File: src/sv/chtr_pkg.sv
// Shared types, widths, constants and helper functions for the clustered hash table replace block.
// No dependencies; imported by every module of the block but the port checker.
`default_nettype none
package chtr_pkg;

    localparam int CHECK_W = 64;
    localparam int ENTRY_W = 48;
    localparam int SLOT_W  = CHECK_W + ENTRY_W;
    localparam int Q_W     = 10;

    localparam logic OP_PROBE = 1'b0;
    localparam logic OP_STORE = 1'b1;

    localparam logic [1:0] REG_GENERATION = 2'd0;
    localparam logic [1:0] REG_MATE_THR   = 2'd1;
    localparam logic [1:0] REG_EXACT      = 2'd2;

    localparam logic [5:0]  RST_GENERATION = 6'd0;
    localparam logic [14:0] RST_MATE_THR   = 15'd31000;
    localparam logic [1:0]  RST_EXACT      = 2'd1;

    typedef struct packed {
        logic                  nonempty;
        logic                  match;
        logic                  skip;
        logic signed [Q_W-1:0] q;
    } t_eval;

    function automatic logic signed [15:0] f_mate_adjust(
        input logic signed [15:0] score,
        input logic [7:0]         ply,
        input logic [14:0]        thr
    );
        logic signed [17:0] s;
        logic signed [17:0] t;
        logic signed [17:0] sum;
        logic signed [17:0] dif;
        logic signed [15:0] r;
        s   = {{2{score[15]}}, score};
        t   = {3'b000, thr};
        sum = s + {10'b0, ply};
        dif = s - {10'b0, ply};
        if (s >= t) begin
            r = (sum > 18'sd32767) ? 16'sh7FFF : sum[15:0];
        end else if (s <= -t) begin
            r = (dif < -18'sd32768) ? 16'sh8000 : dif[15:0];
        end else begin
            r = score;
        end
        return r;
    endfunction

    // Stored depth byte is depth + 128, with -128 clamped to -127; the signed depth is the byte with its MSB flipped.
    function automatic logic [7:0] f_depth_byte(input logic signed [7:0] depth);
        logic [7:0] d;
        d = (depth == -8'sd128) ? 8'h81 : depth;
        return {~d[7], d[6:0]};
    endfunction

endpackage
`default_nettype wire

File: src/sv/chtr_way_eval.sv
// Shared per-way evaluation unit: key match, refresh skip test and replacement score.
// Used once per scanned way by the sequencer. Uses chtr_pkg.
`default_nettype none
module chtr_way_eval (
    input  wire logic [chtr_pkg::CHECK_W-1:0] i_check,
    input  wire logic [chtr_pkg::ENTRY_W-1:0] i_entry,
    input  wire logic [63:0]                  i_key,
    input  wire logic signed [7:0]            i_depth,
    input  wire logic [1:0]                   i_bound,
    input  wire logic [1:0]                   i_exact_code,
    input  wire logic [5:0]                   i_generation,
    output chtr_pkg::t_eval                   o_eval
);
    import chtr_pkg::*;

    logic signed [Q_W-1:0] edepth;
    logic signed [Q_W-1:0] dplus;
    logic [5:0]            age;

    always_comb begin
        edepth = $signed({2'b00, i_entry[39:32]}) - 10'sd128;
        dplus  = $signed({{2{i_depth[7]}}, i_depth}) + 10'sd2;
        age    = i_generation - i_entry[47:42];
        o_eval.nonempty = (i_entry != '0);
        o_eval.match    = (i_entry != '0) && ((i_check ^ {16'b0, i_entry}) == i_key);
        o_eval.skip     = (i_bound != i_exact_code) && (dplus < edepth);
        o_eval.q        = edepth - $signed({2'b00, age, 2'b00});
    end

endmodule
`default_nettype wire

File: config.mk
export PLATFORM = sky130hd
export DESIGN_NAME = chtr_way_eval
export DESIGN_NICKNAME = d
export VERILOG_FILES = /design/src/sv/chtr_pkg.sv /design/src/sv/chtr_way_eval.sv
export SDC_FILE = /design/constraint.sdc
export NUM_CORES = 1
export LEC_CHECK = 0
export BUFFER_PORTS_ARGS = -buffer_cell sky130_fd_sc_hd__buf_4
export CAP_MARGIN = 20
export CORE_AREA = 2 2 80 82
export DETAILED_ROUTE_END_ITERATION = 16
export DIE_AREA = 0 0 82 84
export PLACE_DENSITY = 0.76
export SLEW_MARGIN = 20
export SYNTH_ARGS = -nofsm -noshare
export SYNTH_HDL_FRONTEND = slang
export SYNTH_SLANG_ARGS = --single-unit
File: constraint.sdc
create_clock -name vclk -period 5.6
set_clock_uncertainty 0.2 [all_clocks]
set_input_delay 1.12 -clock vclk [all_inputs]
set_output_delay 1.12 -clock vclk [all_outputs]
set_load 0.01 [all_outputs]
==> key figures, run 1 <==
Critical path
  – CP Class: in2out
  – Worst Setup Start Kind: input port
  – CP max FO: 2
  – Worst EP required: 4.28 ns
  – Crit path DAT: between 3 and 4 ns
  – Setup crit end kind: output pin

Timing
  – Slew HR: 71.96%
  – Final Cycle Share: 84.63%
  – Setup_tns: 0 ns
  – F_max: 0.2110 GHz
  – Slew @ Worst Pin: 0.4167 ns
  – Unrepaired setup endpoints after global routing: false
  – Final setup vio count: 0
  – Tmin final: about 4.7 ns
  – Slew Limit Fails: 0
  – Final Hold Viols: 0

Final layout
  – Fillers: 559
  – Register area: 0 sq um
  – Final nets: 671
  – Commonest non-fill, non-tap cells in the layout: buf_4 (207), xnor2_1 (74), xor2_1 (55)
  – Diodes inserted: 0
  – Area Overhead vs Synth: 82.56%
  – Most common cell after layout, fill and taps aside: buf_4
  – Seq cells: 0
  – CLK BUF: 0
  – Fin util: 59.32%
  – Footprint of the multi-input gates: 1891 sq um
  – Layout cell share with drive strength beyond 1: 46.02%

GRT
  – Vias in the first global route: 2594
  – Initial antenna violation count: 0
  – Largest net degree at the start of global routing: 9
  – Total GRT Usage: 22.43%
  – GRT overflow: 0
  – First-pass GRT wire length: 12.19 mm

Routing
  – Vias after detailed routing: ~2500
  – Met1 WL: 2.882 mm
  – Top layer in use: met4
  – DRT antenna net count: 0
  – WL met3: just over 700 um
  – Detailed Route Iter0 Violations: 45
  – Met2 wire length: 4.554 mm
  – Wire per inst: approximately 15 um
  – Drt drc: 0
  – Via-to-Cell Ratio: 4.637
  – DRT Pass-1 Iters: 4
  – Total Wirelength: 8.192 mm

Floorplanning
  – Total die area: between 6000 and 7000 sq um
  – Die span in x: slightly above 80 um
  – Core area: 6096 sq um
  – Starting Density: 32.49%
  – Die height: 84 um
  – Core Rows: 29
  – I/O pin total: 207

Yosys
  – Synth unique cells: 26
  – Compound-gate portion of the synthesized area: 8.339%
  – Post-synth top area cell: xnor2_1
  – Synthesized area per cell: 8.019 sq um
  – Cell count after synthesis: between 200 and 250
  – Top-area cell type share of the netlist area: 32.72%
  – Yosys warning count: 0
  – Sequential fraction of the synthesis area: 0%
  – Largest family of logic cells by synthesized area: XOR/XNOR gates
  – Post-Synth Simple-Gate Area: 14.78%
  – Mux cell area share after synthesis: 0%
  – XOR/XNOR Fraction of Synth Area: about 57%
  – Mapped Nets: 464
  – Adder-cell area share of the yosys netlist: between 10% and 20%
  – Synth area leaders: xnor2_1 (33%), xor2_1 (24%), ha_1 (13%)
  – Post-Syn Area: 1981 sq um

Pwr
  – P per Cell Area: 102.3 nW/um^2
  – Leakage power: 0.001785 uW
  – Worst VDD drop: between 0.09 and 0.1 mV
  – Overall power: 370.0 uW

Clock network
  – Post-CTS Hold Buffers: 0
  – Postcts setup bufs: 0
  – PostCTS Resize Cnt: 0

Placement
  – GP Congestion: 0.8134
  – Port buffer count: slightly above 200
  – Post-DP HPWL: 7.649 mm

Run
  – Maxcap violations: 0

Status
  – Status: completed

Worst hold path
  – Worst hold path class: in2out
==> cell usage after synthesis, types with 3 or more instances <==
cell type and n:
nand3_1 5, nor4_1 21, nand2_1 3, xor2_1 55
a21o_1 9, xnor2_1 74, ha_1 21, inv_1 20
nand4_1 13, a21oi_1 6
==> per-stage QoR <==
step / instance area, sq um / std cells / hold WS [ns] / worst slack (ns)
6_report: 3616 / 529 / 2.269 / 0.8608
5_1_grt: 3616 / 529 / 2.280 / 0.7366
4_1_cts: 3616 / 529 / 2.272 / 0.8537
3_5_place_dp: 3616 / 529 / 2.271 / 0.8689
3_3_place_gp: 3616 / 529 / 2.273 / 0.9398
2_1_floorplan: 1981 / 247 / 2.128 / 1.239
==> layout make-up <==
class / instances / share of cell area, %
repair buffers: 207 / 42.98
well taps: 77 / 2.664
inverters: 20 / 2.076
multi-input cells: 225 / 52.28
==> power by group <==
part           switching, uW  internal, uW
Combinational            153           217
Clock                      0             0
Sequential                 0             0
==> metal layers <==
metal | track usage [%] | vias up
li1 | - | 1260
met1 | 23.58 | 1084
met2 | 45.90 | 105
met3 | 4.113 | 4
met4 | 1.364 | 0
met5 | 0 | -
==> kinds of logic (layout without fill, tap and decap cells) <==
family | count (synthesis) | count (layout)
fa+ha+maj | 23 | 23
simple gates | 49 | 49
buf+inv | 22 | 227
compound gates | 24 | 24
xor+xnor | 129 | 129
==> final timing paths <==
path / from / end / slack (ns) / depth (start not counted)
setup / recovery: i_generation[0] / o_eval[8] / 0.86 / 13
hold / removal: i_entry[33] / o_eval[1] / 2.27 / 2
==> critical path, stage by stage <==
cell and delay (ns):
buf_4 0.11, inv_1 0.05, ha_1 0.13, inv_1 0.06, fa_1 0.49, inv_1 0.07, fa_1 0.43, a21o_1 0.17
a21oi_1 0.22, o21bai_1 0.10, a21oi_1 0.18, xnor2_1 0.15, buf_4 0.14
No activity file was read; power rests on OpenSTA's default activity.
==> inputs of run 2 (changes only) <==
--- a/config.mk
+++ b/config.mk
@@ -7,10 +7,10 @@
 export LEC_CHECK = 0
 export BUFFER_PORTS_ARGS = -buffer_cell sky130_fd_sc_hd__buf_4
 export CAP_MARGIN = 20
-export CORE_AREA = 2 2 80 82
+export CORE_AREA = 2 2 81 83
 export DETAILED_ROUTE_END_ITERATION = 16
-export DIE_AREA = 0 0 82 84
-export PLACE_DENSITY = 0.76
+export DIE_AREA = 0 0 83 85
+export PLACE_DENSITY = 0.75
 export SLEW_MARGIN = 20
 export SYNTH_ARGS = -nofsm -noshare
 export SYNTH_HDL_FRONTEND = slang
==> constraint.sdc (replaced) <==
create_clock -name vclk -period 4.7
set_clock_uncertainty 0.2 [all_clocks]
set_input_delay 0.94 -clock vclk [all_inputs]
set_output_delay 0.94 -clock vclk [all_outputs]
set_load 0.01 [all_outputs]
==> run 2 against run 1 <==
Against the previous run:
- worst hold slack worse by 0.36 ns
- critical path depth unchanged
- non-clock buffer count did not move
- via count rose by 0.65%
- global-route usage rose by 0.14 points
- die area increased by 2.4%
- sequential share of layout area is the same
- flip-flop and latch count did not move
- cell count unchanged
- first-iteration DRC count increased by 4.4%
- clock-buffer cell count unchanged
==> key figures, run 2 (synthesized netlist as in run 1, its figures left out) <==
Critical path
  – CP delay by family, top: adder cells
  – CP max stage cell: fa_1
  – CP startpoint: i_generation[0]
  – Delay of the slowest critical-path stage: 0.50 ns
  – Most common cell on crit path: inv_1
  – CP max FO: 2
  – Worst Setup Start Kind: input port
  – Buf/Inv on CP: 5
  – Worst path cell trace: buf_4 -> inv_1 -> ha_1 -> inv_1 -> fa_1 -> inv_1 -> fa_1 -> a21o_1 -> a21oi_1 -> o21bai_1 -> a21oi_1 -> xnor2_1 -> buf_4
  – Crit path DAT: 3.23 ns
  – Stages on worst setup path: 13
  – CP Class: in2out
  – Worst EP required: between 3 and 4 ns
  – Setup crit end kind: output pin

Placement
  – Inst Count DP: between 500 and 600
  – GP Congestion: between 0.9 and 1
  – Port buffer count: 207
  – Post-DP HPWL: 7.802 mm

GRT
  – Vias in the first global route: 2662
  – First-pass GRT wire length: 13.01 mm
  – GRT overflow: 0
  – Initial antenna violation count: 0
  – Total GRT Usage: 22.57%
  – Largest net degree at the start of global routing: 9

Worst hold path
  – Hold path cells: 2
  – Min-delay src: i_entry[32]
  – Worst hold path class: in2out

Floorplanning
  – Core area: 6205 sq um
  – Core Rows: 29
  – Starting Density: approximately a third
  – Die height: 85 um
  – I/O pin total: roughly 210
  – Total die area: roughly 7100 sq um
  – Die span in x: ~83 um

Final layout
  – Area Overhead vs Synth: 82.56%
  – Layout cell share with drive strength beyond 1: 46.02%
  – Final nets: 671
  – Footprint of the multi-input gates: approximately 1900 sq um
  – Most common cell after layout, fill and taps aside: buf_4
  – Register area: 0 sq um
  – CLK BUF: 0
  – Fillers: 623
  – Diodes inserted: 0
  – Commonest non-fill, non-tap cells in the layout: buf_4 (207), xnor2_1 (74), xor2_1 (55)
  – Seq cells: 0
  – Non-filler cells, final: 529

Timing
  – Slew @ Worst Pin: roughly 0.42 ns
  – Tmin final: 4.375 ns
  – Final Cycle Share: 93.07%
  – Setup_tns: 0 ns
  – Unrepaired setup endpoints after global routing: false
  – Slew Limit Fails: 0
  – Slew HR: 71.41%
  – F_max: 0.2286 GHz
  – Final setup vio count: 0
  – Final Hold Viols: 0

Pwr
  – Combinational power share: 100.0%
  – Worst VDD drop: 0.1074 mV
  – Clock share of power: 0%
  – Internal: 258.5 uW
  – Leakage power: approximately 0.0018 uW
  – Overall power: about 440 uW
  – Sw Ratio: between 40% and 50%
  – Share of power burned in registers: 0%
  – P per Cell Area: 122.1 nW/um^2
  – Switching power: 183.0 uW

Routing
  – Detailed Route Iter0 Violations: 47
  – Top layer in use: met4
  – DRT Pass-1 Iters: 4
  – Total Wirelength: 8.393 mm
  – Drt drc: 0
  – DRT antenna net count: 0
  – Met1 WL: 3.137 mm
  – Vias after detailed routing: 2469
  – Met2 wire length: between 4 and 5 mm
  – Via-to-Cell Ratio: 4.667
  – Wire per inst: 15.87 um
  – WL met3: between 500 and 600 um

Clock network
  – Postcts setup bufs: 0
  – Post-CTS Hold Buffers: 0
  – PostCTS Resize Cnt: 0

Run
  – Maxcap violations: 0

Status
  – Status: completed
-- run 2: cell counts in the layout (fill, tap and decap cells not counted) --
Identical to the previous run, type by type.
-- run 2: through the flow --
step | hold WS, ns | instance area (sq um) | setup WS (ns) | utilization, %
2_1_floorplan | 1.768 | 1981 | 0.6987 | -
3_3_place_gp | 1.911 | 3616 | 0.3996 | 58.28
3_5_place_dp | 1.913 | 3616 | 0.3318 | 58.28
4_1_cts | 1.914 | 3616 | 0.3175 | 58.28
5_1_grt | 1.916 | 3616 | 0.1200 | 58.28
6_report | 1.913 | 3616 | 0.3255 | 58.28
-- run 2: worst paths after layout --
kind                        end  slack, ns
worst min-delay path  o_eval[0]       1.91
worst max-delay path  o_eval[8]       0.33
-- run 2: power by group through the flow --
stage | Clock [uW] | Sequential, uW | Combinational, uW
finish | 0 | 0 | 441
global route | 0 | 0 | 485
CTS | 0 | 0 | 446
detailed placement | 0 | 0 | 443
global placement | 0 | 0 | 435
floorplan | 0 | 0 | 216
-- run 2: layout make-up --
class / instances / area share [%]
tap: 77 / 2.664
multi-input combinational: 225 / 52.28
inverter: 20 / 2.076
timing repair buffer: 207 / 42.98
-- run 2: routing by layer --
| metal | vias to the layer above | GRT usage (%) |
|---|---|---|
| met5 | - | 0 |
| met4 | 0 | 2.086 |
| met3 | 8 | 3.113 |
| met2 | 104 | 46.33 |
| met1 | 1097 | 25.25 |
| li1 | 1260 | - |
